<file path="src/hdl/bct_pkg.sv">
`timescale 1ns / 1ps

package bct_pkg;

    // Default sizing of the block.
    localparam int NUM_BUTTONS_DEF = 16;
    localparam int COUNT_WIDTH_DEF = 16;

    // Fixed field widths of the channels.
    localparam int BTN_W   = 16;
    localparam int SRC_W   = 5;
    localparam int DUR_W   = 16;
    localparam int DIR_W   = 4;
    localparam int CFG_W   = 16;
    localparam int HAT_W   = 8;

    // First direction code that is out of range (directions are 1 to 8).
    localparam int DIR_LIMIT = 9;

    // Hat range width that marks a 4-way hat.
    localparam int FOUR_WAY_SPAN = 4;

    // Item kinds on the input channel.
    localparam logic CMD_TICK   = 1'b0;
    localparam logic CMD_REPORT = 1'b1;

    // Neutral hat direction.
    localparam logic [DIR_W-1:0] DIR_NEUTRAL = '0;

    // Configuration register indexes.
    typedef enum logic [1:0] {
        CFG_GLITCH_MS = 2'd0,
        CFG_HAT_MIN   = 2'd1,
        CFG_HAT_MAX   = 2'd2,
        CFG_MONITOR   = 2'd3
    } cfg_index_t;

    // One input beat.
    typedef struct packed {
        logic                    command;
        logic [BTN_W-1:0]        buttons;
        logic                    hat_present;
        logic signed [HAT_W-1:0] hat_value;
    } in_item_t;

    // One result beat.
    typedef struct packed {
        logic [SRC_W-1:0] source_index;
        logic [DUR_W-1:0] duration_ms;
        logic             glitch;
        logic [DIR_W-1:0] hat_direction;
        logic             last;
    } out_item_t;

    // Map a raw hat value onto neutral or one of eight directions.
    function automatic logic [DIR_W-1:0] hat_normalize(
        input logic signed [HAT_W-1:0] v,
        input logic signed [HAT_W-1:0] mn,
        input logic signed [HAT_W-1:0] mx
    );
        logic signed [HAT_W:0]   diff;
        logic signed [HAT_W+1:0] span;
        logic [HAT_W+1:0]        n1;
        logic [DIR_W-1:0]        res;
        diff = {v[HAT_W-1], v} - {mn[HAT_W-1], mn};
        span = {{2{mx[HAT_W-1]}}, mx} - {{2{mn[HAT_W-1]}}, mn} + (HAT_W+2)'(1);
        n1   = '0;
        res  = DIR_NEUTRAL;
        if (v >= mn && v <= mx)
        begin
            // A 4-way hat uses every other direction code.
            if (span == (HAT_W+2)'(FOUR_WAY_SPAN))
                n1 = {diff, 1'b1};
            else
                n1 = {1'b0, diff} + (HAT_W+2)'(1);
            if (n1 < (HAT_W+2)'(DIR_LIMIT))
                res = n1[DIR_W-1:0];
        end
        return res;
    endfunction

endpackage

</file>
<file path="src/hdl/button_chatter_timer_core.sv">
`timescale 1ns / 1ps

// A report loads its released sources into the pending mask; their result beats are then
// built in the output register. Input: one beat per cycle while in_stall is low; a report
// that releases sources stalls input until its last result beat is loaded; results leave one
// per cycle while out_stall is low. Ticks and reports update the per-source timer lanes.
// Reset (rst_n, asynchronous, active low) clears all timers, the button and hat
// history, and loads the register defaults; no clearing pass follows.
module button_chatter_timer_core #(
    parameter int NUM_BUTTONS = bct_pkg::NUM_BUTTONS_DEF,
    parameter int COUNT_WIDTH = bct_pkg::COUNT_WIDTH_DEF
) (
    input  logic                       clk,
    input  logic                       rst_n,
    input  logic                       in_valid,
    output logic                       in_stall,
    input  bct_pkg::in_item_t          in_data,
    output logic                       out_valid,
    input  logic                       out_stall,
    output bct_pkg::out_item_t         out_data,
    input  logic                       cfg_we,
    input  bct_pkg::cfg_index_t        cfg_index,
    input  logic [bct_pkg::CFG_W-1:0]  cfg_data
);
    import bct_pkg::*;

    localparam int NSRC = NUM_BUTTONS + 1;

    // Configuration registers.
    logic [DUR_W-1:0]        glitch_ms_reg;
    logic signed [HAT_W-1:0] hat_min_reg;
    logic signed [HAT_W-1:0] hat_max_reg;
    logic                    monitor_reg;

    // History of the last report.
    logic [NUM_BUTTONS-1:0]  prev_buttons_reg, prev_buttons_next;
    logic [DIR_W-1:0]        prev_hat_reg, prev_hat_next;

    logic                    accept, tick, report;
    logic [NUM_BUTTONS-1:0]  cur_buttons, rise, fall;
    logic [DIR_W-1:0]        hat_dir_new;
    logic                    hat_change, hat_emit, hat_start;
    logic [NSRC-1:0]         lane_start, lane_stop, lane_running;
    logic [NSRC-1:0]         emit_mask;
    logic [COUNT_WIDTH-1:0]  lane_count [NSRC];
    logic                    merge_busy;

    assign in_stall = merge_busy;
    assign accept   = in_valid && !merge_busy;
    assign tick     = accept && (in_data.command == CMD_TICK);
    assign report   = accept && (in_data.command == CMD_REPORT) && monitor_reg;

    // Configuration writes.
    always_ff @(posedge clk or negedge rst_n)
    begin
        if (!rst_n)
        begin
            glitch_ms_reg <= DUR_W'(10);
            hat_min_reg   <= '0;
            hat_max_reg   <= HAT_W'(7);
            monitor_reg   <= 1'b1;
        end
        else if (cfg_we)
        begin
            case (cfg_index)
                CFG_GLITCH_MS: glitch_ms_reg <= cfg_data[DUR_W-1:0];
                CFG_HAT_MIN:   hat_min_reg   <= cfg_data[HAT_W-1:0];
                CFG_HAT_MAX:   hat_max_reg   <= cfg_data[HAT_W-1:0];
                CFG_MONITOR:   monitor_reg   <= cfg_data[0];
                default:       monitor_reg   <= monitor_reg;
            endcase
        end
    end

    // Report decode: button edges and hat direction changes.
    always_comb
    begin
        cur_buttons = NUM_BUTTONS'(in_data.buttons);
        rise        = cur_buttons & ~prev_buttons_reg;
        fall        = prev_buttons_reg & ~cur_buttons;
        hat_dir_new = hat_normalize(in_data.hat_value, hat_min_reg, hat_max_reg);
        hat_change  = in_data.hat_present && (hat_dir_new != prev_hat_reg);
        hat_emit    = hat_change && lane_running[NUM_BUTTONS];
        hat_start   = hat_change && (hat_dir_new != DIR_NEUTRAL);

        lane_start = {report && hat_start, {NUM_BUTTONS{report}} & rise};
        lane_stop  = {report && hat_emit,  {NUM_BUTTONS{report}} & fall};
        emit_mask  = {hat_emit, fall};

        prev_buttons_next = prev_buttons_reg;
        prev_hat_next     = prev_hat_reg;
        if (report)
        begin
            prev_buttons_next = cur_buttons;
            if (hat_change)
                prev_hat_next = hat_dir_new;
        end
    end

    always_ff @(posedge clk or negedge rst_n)
    begin
        if (!rst_n)
        begin
            prev_buttons_reg <= '0;
            prev_hat_reg     <= DIR_NEUTRAL;
        end
        else
        begin
            prev_buttons_reg <= prev_buttons_next;
            prev_hat_reg     <= prev_hat_next;
        end
    end

    // One timer lane per button, and one for the hat.
    for (genvar g = 0; g < NSRC; g++)
    begin : g_lane
        bct_lane #(
            .COUNT_WIDTH(COUNT_WIDTH)
        ) u_lane (
            .clk    (clk),
            .rst_n  (rst_n),
            .tick   (tick),
            .start  (lane_start[g]),
            .stop   (lane_stop[g]),
            .running(lane_running[g]),
            .count  (lane_count[g])
        );
    end

    // Merge the released lanes into a run of result beats.
    bct_merge #(
        .NUM_BUTTONS(NUM_BUTTONS),
        .COUNT_WIDTH(COUNT_WIDTH)
    ) u_merge (
        .clk        (clk),
        .rst_n      (rst_n),
        .report_load(report),
        .emit_mask  (emit_mask),
        .hat_count  (lane_count[NUM_BUTTONS]),
        .hat_dir    (prev_hat_reg),
        .lane_count (lane_count),
        .glitch_ms  (glitch_ms_reg),
        .busy       (merge_busy),
        .out_valid  (out_valid),
        .out_stall  (out_stall),
        .out_data   (out_data)
    );

endmodule

</file>
<file path="src/hdl/bct_lane.sv">
`timescale 1ns / 1ps

module bct_lane #(
    parameter int COUNT_WIDTH = bct_pkg::COUNT_WIDTH_DEF
) (
    input  logic                   clk,
    input  logic                   rst_n,
    input  logic                   tick,
    input  logic                   start,
    input  logic                   stop,
    output logic                   running,
    output logic [COUNT_WIDTH-1:0] count
);

    logic                   running_reg, running_next;
    logic [COUNT_WIDTH-1:0] count_reg, count_next;

    // Start clears and arms the timer; stop halts it; a tick counts a running timer up to saturation.
    always_comb
    begin
        running_next = running_reg;
        count_next   = count_reg;
        if (start)
        begin
            running_next = 1'b1;
            count_next   = '0;
        end
        else if (stop)
        begin
            running_next = 1'b0;
        end
        else if (tick && running_reg && (count_reg != '1))
        begin
            count_next = count_reg + COUNT_WIDTH'(1);
        end
    end

    always_ff @(posedge clk or negedge rst_n)
    begin
        if (!rst_n)
        begin
            running_reg <= 1'b0;
            count_reg   <= '0;
        end
        else
        begin
            running_reg <= running_next;
            count_reg   <= count_next;
        end
    end

    assign running = running_reg;
    assign count   = count_reg;

endmodule

</file>
<file path="src/hdl/bct_merge.sv">
`timescale 1ns / 1ps

module bct_merge #(
    parameter int NUM_BUTTONS = bct_pkg::NUM_BUTTONS_DEF,
    parameter int COUNT_WIDTH = bct_pkg::COUNT_WIDTH_DEF
) (
    input  logic                               clk,
    input  logic                               rst_n,
    input  logic                               report_load,
    input  logic [NUM_BUTTONS:0]               emit_mask,
    input  logic [COUNT_WIDTH-1:0]             hat_count,
    input  logic [bct_pkg::DIR_W-1:0]          hat_dir,
    input  logic [COUNT_WIDTH-1:0]             lane_count [NUM_BUTTONS+1],
    input  logic [bct_pkg::DUR_W-1:0]          glitch_ms,
    output logic                               busy,
    output logic                               out_valid,
    input  logic                               out_stall,
    output bct_pkg::out_item_t                 out_data
);
    import bct_pkg::*;

    localparam int NSRC  = NUM_BUTTONS + 1;
    localparam int IDX_W = $clog2(NSRC);
    localparam int CMP_W = (COUNT_WIDTH > DUR_W) ? COUNT_WIDTH : DUR_W;

    logic [NSRC-1:0]        mask_reg, mask_next;
    logic [COUNT_WIDTH-1:0] hat_cnt_reg;
    logic [DIR_W-1:0]       hat_dir_reg;
    logic                   out_valid_reg, out_valid_next;
    out_item_t              out_data_reg, out_data_next;

    logic [IDX_W-1:0]       sel;
    logic [NSRC-1:0]        sel_onehot;
    logic [NSRC-1:0]        mask_left;
    logic                   load_out;
    logic [COUNT_WIDTH-1:0] sel_count;
    logic [CMP_W-1:0]       cnt_ext;

    // Pick the next source: the hat first, then the lowest button.
    always_comb
    begin
        sel = IDX_W'(NUM_BUTTONS);
        for (int i = NUM_BUTTONS - 1; i >= 0; i--)
        begin
            if (mask_reg[i])
                sel = IDX_W'(i);
        end
        if (mask_reg[NUM_BUTTONS])
            sel = IDX_W'(NUM_BUTTONS);
        sel_onehot = NSRC'(1) << sel;
        mask_left  = mask_reg & ~sel_onehot;
    end

    // A released button lane holds its count, so it is read in place.
    always_comb
    begin
        if (sel == IDX_W'(NUM_BUTTONS))
            sel_count = hat_cnt_reg;
        else
            sel_count = lane_count[sel];
        cnt_ext = CMP_W'(sel_count);
    end

    assign load_out = (mask_reg != '0) && (!out_valid_reg || !out_stall);
    assign busy     = (mask_reg != '0) && !(load_out && (mask_left == '0));

    // Build the result beat for the selected source.
    always_comb
    begin
        out_data_next = out_data_reg;
        if (load_out)
        begin
            out_data_next.source_index = SRC_W'(sel);
            out_data_next.duration_ms  = (cnt_ext > CMP_W'({DUR_W{1'b1}})) ?
                                         {DUR_W{1'b1}} : cnt_ext[DUR_W-1:0];
            out_data_next.glitch       = (cnt_ext <= CMP_W'(glitch_ms));
            out_data_next.hat_direction = (sel == IDX_W'(NUM_BUTTONS)) ?
                                          hat_dir_reg : DIR_NEUTRAL;
            out_data_next.last         = (mask_left == '0);
        end
    end

    // Pending sources and the output register.
    always_comb
    begin
        mask_next = mask_reg;
        if (report_load)
            mask_next = emit_mask;
        else if (load_out)
            mask_next = mask_left;
        if (load_out)
            out_valid_next = 1'b1;
        else
            out_valid_next = out_valid_reg && out_stall;
    end

    always_ff @(posedge clk or negedge rst_n)
    begin
        if (!rst_n)
        begin
            mask_reg      <= '0;
            out_valid_reg <= 1'b0;
        end
        else
        begin
            mask_reg      <= mask_next;
            out_valid_reg <= out_valid_next;
        end
    end

    // Hat snapshot: the hat timer may restart in the same report.
    always_ff @(posedge clk)
    begin
        if (report_load)
        begin
            hat_cnt_reg <= hat_count;
            hat_dir_reg <= hat_dir;
        end
        out_data_reg <= out_data_next;
    end

    assign out_valid = out_valid_reg;
    assign out_data  = out_data_reg;

endmodule
</file>
<file path="config.mk">
export PLATFORM = sky130hd
export DESIGN_NAME = button_chatter_timer_core
export DESIGN_NICKNAME = d
export VERILOG_FILES = /design/src/hdl/bct_pkg.sv /design/src/hdl/button_chatter_timer_core.sv /design/src/hdl/bct_lane.sv /design/src/hdl/bct_merge.sv
export SDC_FILE = /design/constraint.sdc
export NUM_CORES = 1
export LEC_CHECK = 0
export ABC_AREA = 1
export BUFFER_PORTS_ARGS = -buffer_cell sky130_fd_sc_hd__buf_2
export CORE_UTILIZATION = 50
export CTS_CLUSTER_DIAMETER = 30
export DETAILED_ROUTE_END_ITERATION = 6
export HOLD_SLACK_MARGIN = 0.12
export PLACE_DENSITY_LB_ADDON = 0.2
export SLEW_MARGIN = 20
export SYNTH_ARGS = -nofsm -noshare
export SYNTH_HDL_FRONTEND = slang
export SYNTH_HIERARCHICAL = 1
export SYNTH_SLANG_ARGS = --single-unit
</file>
<file path="constraint.sdc">
create_clock -name clk -period 4.1 [get_ports clk]
set_input_delay 1.025 -clock clk [delete_from_list [all_inputs] [get_ports clk]]
set_output_delay 1.025 -clock clk [all_outputs]
set_load 0.02 [all_outputs]
</file>
Yosys cells after proc, flatten, opt, wreduce, memory -nomap -nowiden

Index checks and enable logic that the tools add are counted.

Flip-flop bits (word level): 407
Logic and storage cells: 354
Input port bits: 49

Order comparisons: 6
Shift-type cells: 1
Multiplexer cells: 113
Bitwise gates (word level): 10
$add $sub $neg: 21
Reduce and logical (&&, ||, !) cells: 114
Equal/unequal tests: 40

Operators by type and width:

| operator                | count |
|---|---|
| $mux W16                | 54 |
| $add A16 B1 Y16 const B | 17 |
| $ne A16 B16 Y1 const B  | 17 |
| $mux W5                 | 17 |
| $bmux W16 S5            | 1 |
| $reduce_bool A2 Y1      | 35 |
| $and A16 B16 Y16        | 4 |
| $logic_and A1 B1 Y1     | 48 |
| $reduce_and A2 Y1       | 22 |
| $mux W1                 | 35 |
| $mux W17                | 2 |
| $ne A2 B1 Y1 const B    | 17 |
| $not A16 Y16            | 2 |
| $mux W10                | 2 |
| $sub A8 B8 Y9           | 2 |
| $and A17 B17 Y17        | 1 |
| $logic_not A17 Y1       | 1 |
| $not A17 Y17            | 1 |
| $reduce_bool A17 Y1     | 1 |
| $shl A1 B5 Y17 const A  | 1 |
| $gt A16 B16 Y1 const B  | 1 |
| $le A16 B16 Y1          | 1 |
| $add A9 B1 Y10 const B  | 1 |
| $add A9 B2 Y10 const B  | 1 |
| other kinds (16)        | 21 |

Longest topological paths before layout

Depth in word-level cells: 32
Depth in mapped cells: 36

Modules after synthesis

Netlist, hierarchy kept.

Modules (own cells, without submodules):

| module                    | instances | seq. area each (um^2) | cells an instance | area each (um^2) |
|---|---|---|---|---|
| bct_lane                  | 17        | 425.4                 | 148               | 1,062.3 |
| bct_merge                 | 1         | 1,861.8               | 755               | 5,400.2 |
| button_chatter_timer_core | 1         | 1,333.8               | 548               | 3,891.2 |

Least setup slack after synthesis

No wires, ideal clock.

Path kind: register to register
Start point: register u_merge.mask_reg[0]
End point: register u_merge.mask_reg[11]
Data required time: 3,962 ps
Stages on the path, launching flop included: 26
Setup slack: -489 ps
Arrival time: 4,451 ps
Cell sequence: dfrtp_1 nor2_4 inv_2 nor2_1 inv_2 nor2_1 nand2_1 inv_2 buf_4 nand4_1 o21ai_0 nand3b_1 nor2_1 nand3_1 nand2_1 inv_1 nor2_1 nand3_1 inv_1 clkbuf_1 clkbuf_1 clkbuf_1 nor2_1 inv_1 clkbuf_1 o221ai_1

Longest elaborated chain between the ends: 14

RTL lines:

| element                                               | RTL line                        | text |
|---|---|---|
| from (decl)                                           | bct_merge.sv:26                 | `logic [NSRC-1:0] mask_reg, mask_next;` |
| from (signal assigned)                                | bct_merge.sv:106                | `mask_reg <= mask_next;` |
| $mux W5                                               | bct_merge.sv:45                 | `if (mask_reg[i])` |
| $mux W5                                               | bct_merge.sv:48                 | `if (mask_reg[NUM_BUTTONS])` |
| $shl A1 B5 Y17                                        | bct_merge.sv:50                 | `sel_onehot = NSRC'(1) << sel;` |
| $not A17 Y17                                          | bct_merge.sv:51                 | `mask_left = mask_reg & ~sel_onehot;` |
| $and A17 B17 Y17                                      | bct_merge.sv:51                 |  |
| $logic_not A17 Y1                                     | bct_merge.sv:65                 | `assign busy = (mask_reg != '0) && !(load_out && (mask_left == '0));` |
| $logic_and A1 B1 Y1                                   | bct_merge.sv:65                 |  |
| $logic_not A1 Y1                                      | bct_merge.sv:65                 |  |
| $logic_and A1 B1 Y1 (*)                               | bct_merge.sv:65                 |  |
| net in_stall                                          | button_chatter_timer_core.sv:16 | `output logic in_stall,` |
| $logic_not A1 Y1 (*)                                  | button_chatter_timer_core.sv:49 | `assign accept = in_valid && !merge_busy;` |
| $logic_and A1 B1 Y1 (*)                               | button_chatter_timer_core.sv:49 |  |
| $logic_and A1 B1 Y1 (*) (2 in series)                 | button_chatter_timer_core.sv:51 | `assign report = accept && (in_data.command == CMD_REPORT) && monitor_reg;` |
| net report                                            | button_chatter_timer_core.sv:39 | `logic accept, tick, report;` |
| $mux W17 / $reduce_bool A2 Y1 (equally long branches) | --                              |  |

Mark *: on every way through the listed nets, which the timed path passes. The rest lies on a longest branch. The select of a mux whose other input is x is not followed.
A chain may end at the register's enable or synchronous reset.

Worst setup path after layout

Start point: register u_merge.mask_reg[14]
End point: output in_stall

Longest elaborated chain between the ends: 23

RTL lines:

| element                 | RTL line |
|---|---|
| $mux W5 (15 in series)  | bct_merge.sv:45 |
| $mux W5                 | bct_merge.sv:48 |
| $shl A1 B5 Y17          | bct_merge.sv:50 |
| $not A17 Y17            | bct_merge.sv:51 |
| $and A17 B17 Y17        | bct_merge.sv:51 |
| $logic_not A17 Y1       | bct_merge.sv:65 |
| $logic_and A1 B1 Y1     | bct_merge.sv:65 |
| $logic_not A1 Y1        | bct_merge.sv:65 |
| $logic_and A1 B1 Y1 (*) | bct_merge.sv:65 |
| to (decl)               | button_chatter_timer_core.sv:16 |

Mark *: on every way between the ends. The rest lies on a longest branch, timed or not.

==> out/metrics.yaml <==
run_status:
  status: "completed"
worst_hold_path:
  hp-class: "in -> async"
floorplan:
  die_area_um2: 55600
  rows: 85
  coreArea_um2: 53900
  die_w_um: 236
  start_util_pct: 50.7
  die-height_um: 236
  io_pins: 78
global_routing:
  grt_pass1_vias: 24200
  grt_max_degree: 84
  grt_usage_pct: 28.8
  overflow: 0
  grt_pass1_wl_um: 129000
  antenna_found_initial: 1
timing:
  setup_viol: 0
  rsz0062_at_grt: "true"
  tightest_slew_ps: 876
  relSlewSlack_pct: 41.4
  period_minus_slack_ps: 4100
  hold_viol_final: 0
  skew_ps: 32.6
  period_share_pct: 100
  fmax_ghz: 0.244
  final-max-slew-violation-count: 0
pwr:
  pwr-share-clk_pct: 28.1
  ir_worst_vdd_mv: 0.868
  swShare_pct: 46.6
  pwr-share-comb_pct: 55.0
  seqPwrFrac_pct: 17.0
  p_sw_uw: 15500
  p_int_uw: 17700
  p_per_area_nw_per_um2: 974
  power.leakage_uw: 0.0166
  p_total_uw: 33200
finish:
  fin_cells: 4864
  nets: 4188
  drive_gt1_share_pct: 18.2
  largest_reg_flops: 272
  utilization_pct: 63.2
  area_delta_synth_final_pct: 24.6
  diodes: 0
synth:
  syn-num-nets: 3936
  synthArstFlopShare_pct: 88.5
  yosys.area.top_type: "dfrtp_1"
  synthMostInstantiatedCell: "nand2_1"
  ys_warn_count: 6
  avgSynthCellArea_um2: 7.16
  synth_top_flop_cell: "dfrtp_1"
  synthTopCellsByArea: "dfrtp_1 32%, nand2_1 18%, nand4_1 6.5%, nor2_1 5.3%, edfxtp_1 5.2%"
  ys_seq_area_share_pct: 38.1
  yosys-top-cells-count: "1296 x nand2_1, 384 x nor2_1, 354 x dfrtp_1"
  netlist_area_um2: 27300
  yosys.area.top_type_share_pct: 32.4
  ys_ff_latch: 407
  synth_cells: 3819
  synth_cell_types: 47
  synth_edf_count: 47
job:
  drv_cap: 0
cts:
  clkTransAtPathRegs_ps: 50
  clk_latency_ps: 660
  clk_path_buf_depth: 3
  root_buffer: "clkbuf_16"
  cts_buffers: 109
  htreeDepth: 3
  cts.hold.buffers_added: 0
  cts_tree: "built"
  clock-sinks: 407
worst_setup_path:
  path_max_fanout: 3
  worstPathArrival_ps: 3070
  cp-end-kind: "output port"
  critPathRequiredTime_ps: 3070
  critPathKind: "reg -> out"
  start_kind: "flop"
  r2r_start: "hat_max_reg[1]$_DFFE_PN1P_"
  cp-startpoint: "u_merge/mask_reg[14]$_DFFE_PN0P_"
route:
  drtIter0Drc: 2438
  vias: 26700
  routed_wl_um: 82900
  via_per_inst: 5.50
  wire_per_inst_um: 17.0
  ant_nets: 0
  drtPass1Iterations: 6
  drc_errors: 0
placement:
  portBuffers: 77
  gp_congestion: 0.949
  placed_cells: 4604
  hpwl_um: 56300
stage by stage:
| step | instance area (um2) | TNS, ps | hold slack [ps] | setup WS [ps] |
|---|---|---|---|---|
| floorplan | 27400 | -482 | 453 | -55.7 |
| detailed placement | 29000 | -552 | 475 | -64.1 |
| global placement | 29000 | 0 | 468 | 4.43 |
| CTS | 33100 | 0 | 338 | 2.24 |
| global route | 34100 | -7370 | 357 | -245 |
| finish | 34100 | 0 | 349 | 1.35 |
worst max-delay path, stage by stage (launching register included):
cell	delay [ps]
dfrtp_1	390
inv_2	80
nand2_2	40
nand2_1	60
nand2_1	50
nand2_1	70
nand2_1	70
nand2_1	70
nand2_1	50
nand2_1	50
nand2_1	50
nand2_1	70
nand2_2	60
nand2_4	80
nand2_4	70
nand2_4	110
nand4_1	170
o21bai_1	220
nand3_1	150
nor2_2	160
nand3_1	110
nand2_2	110
inv_4	50
buf_6	120
layout make-up:
| type | count | area, um2 |
|---|---|---|
| fill | 4750 | 19800 |
| timing repair buffer | 228 | 1850 |
| sequential | 407 | 10400 |
| clock buffer | 130 | 2950 |
| multi-input combinational | 2939 | 15400 |
| clock inverter | 78 | 1100 |
| tap | 696 | 871 |
| inverter | 386 | 1460 |
what timing repair did:
| item | in CTS | in global routing |
|---|---|---|
| endpoints found under the hold margin | 0 | 0 |
| resized for setup | 4 | 104 |
| gates cloned | 0 | 19 |
| pin swaps | 5 | 70 |
| setup buffers | 10 | 23 |
| setup endpoints to repair | 1 | 262 |
power groups by stage:
stage / combinational [uW] / sequential [uW] / clock, uW
finish: 18200 / 5630 / 9320
global route: 19500 / 5710 / 9670
CTS: 16300 / 5590 / 9450
detailed placement: 16000 / 5620 / 0
global placement: 15900 / 5620 / 0
floorplan: 9770 / 5650 / 0
cell families after synthesis:
logic type,Yosys count,synth area share [%]
xor gates and xnor gates,37,1.18
and+or+nand+nor,2480,42.0
muxes,8,0.329
buffers and inverters,488,7.64
DFF,407,38.1
AOI/OAI and AO/OA,331,7.57
adders and majority gates,68,3.17
path summary, 6_finish.rpt:
kind	endpoint	slack (ps)	cells after the start
setup / recovery	in_stall	1	23
setup reg to reg	g_lane[16].u_lane/count[3]$_DFFE_PN0P_	150	28
hold reg to reg	glitch_ms_reg[6]$_DFFE_PN0P_	490	2
min in group clk	glitch_ms_reg[6]$_DFFE_PN0P_	490	2
max in group asynchronous	g_lane[16].u_lane/count[6]$_DFFE_PN0P_	2820	2
hold / removal	g_lane[15].u_lane/count[4]$_DFFE_PN0P_	350	1
layout by cell type, fill, tap and decap left out, types with 19 or more instances in the layout:
cell,Yosys,final
nor2_2,35,54
or2_2,51,51
inv_2,33,36
buf_2,20,76
ha_1,66,58
nor2_1,384,362
xor2_1,37,37
bufinv_16,0,24
or2_0,34,34
clkbuf_16,0,117
o21bai_1,71,71
a21oi_1,19,19
o21ai_1,29,33
clkinv_2,0,23
nand2_2,27,40
o211ai_1,51,51
o21ai_0,132,125
nand4_1,282,282
nand3_1,267,253
nand2_1,1296,1280
inv_1,335,330
clkinv_1,18,20
nor2_4,38,56
o221ai_1,22,21
edfxtp_1,47,47
buf_4,18,122
dfrtp_1,354,354
layer usage:
metal,track usage (%),vias up,wire [um]
li1,-,13200,-
met1,41.4,12300,37100
met2,43.5,1007,36800
met3,4.96,195,5880
met4,10.7,2,3070
met5,0,-,13
Note: power is estimated with default switching activity, not from simulation.
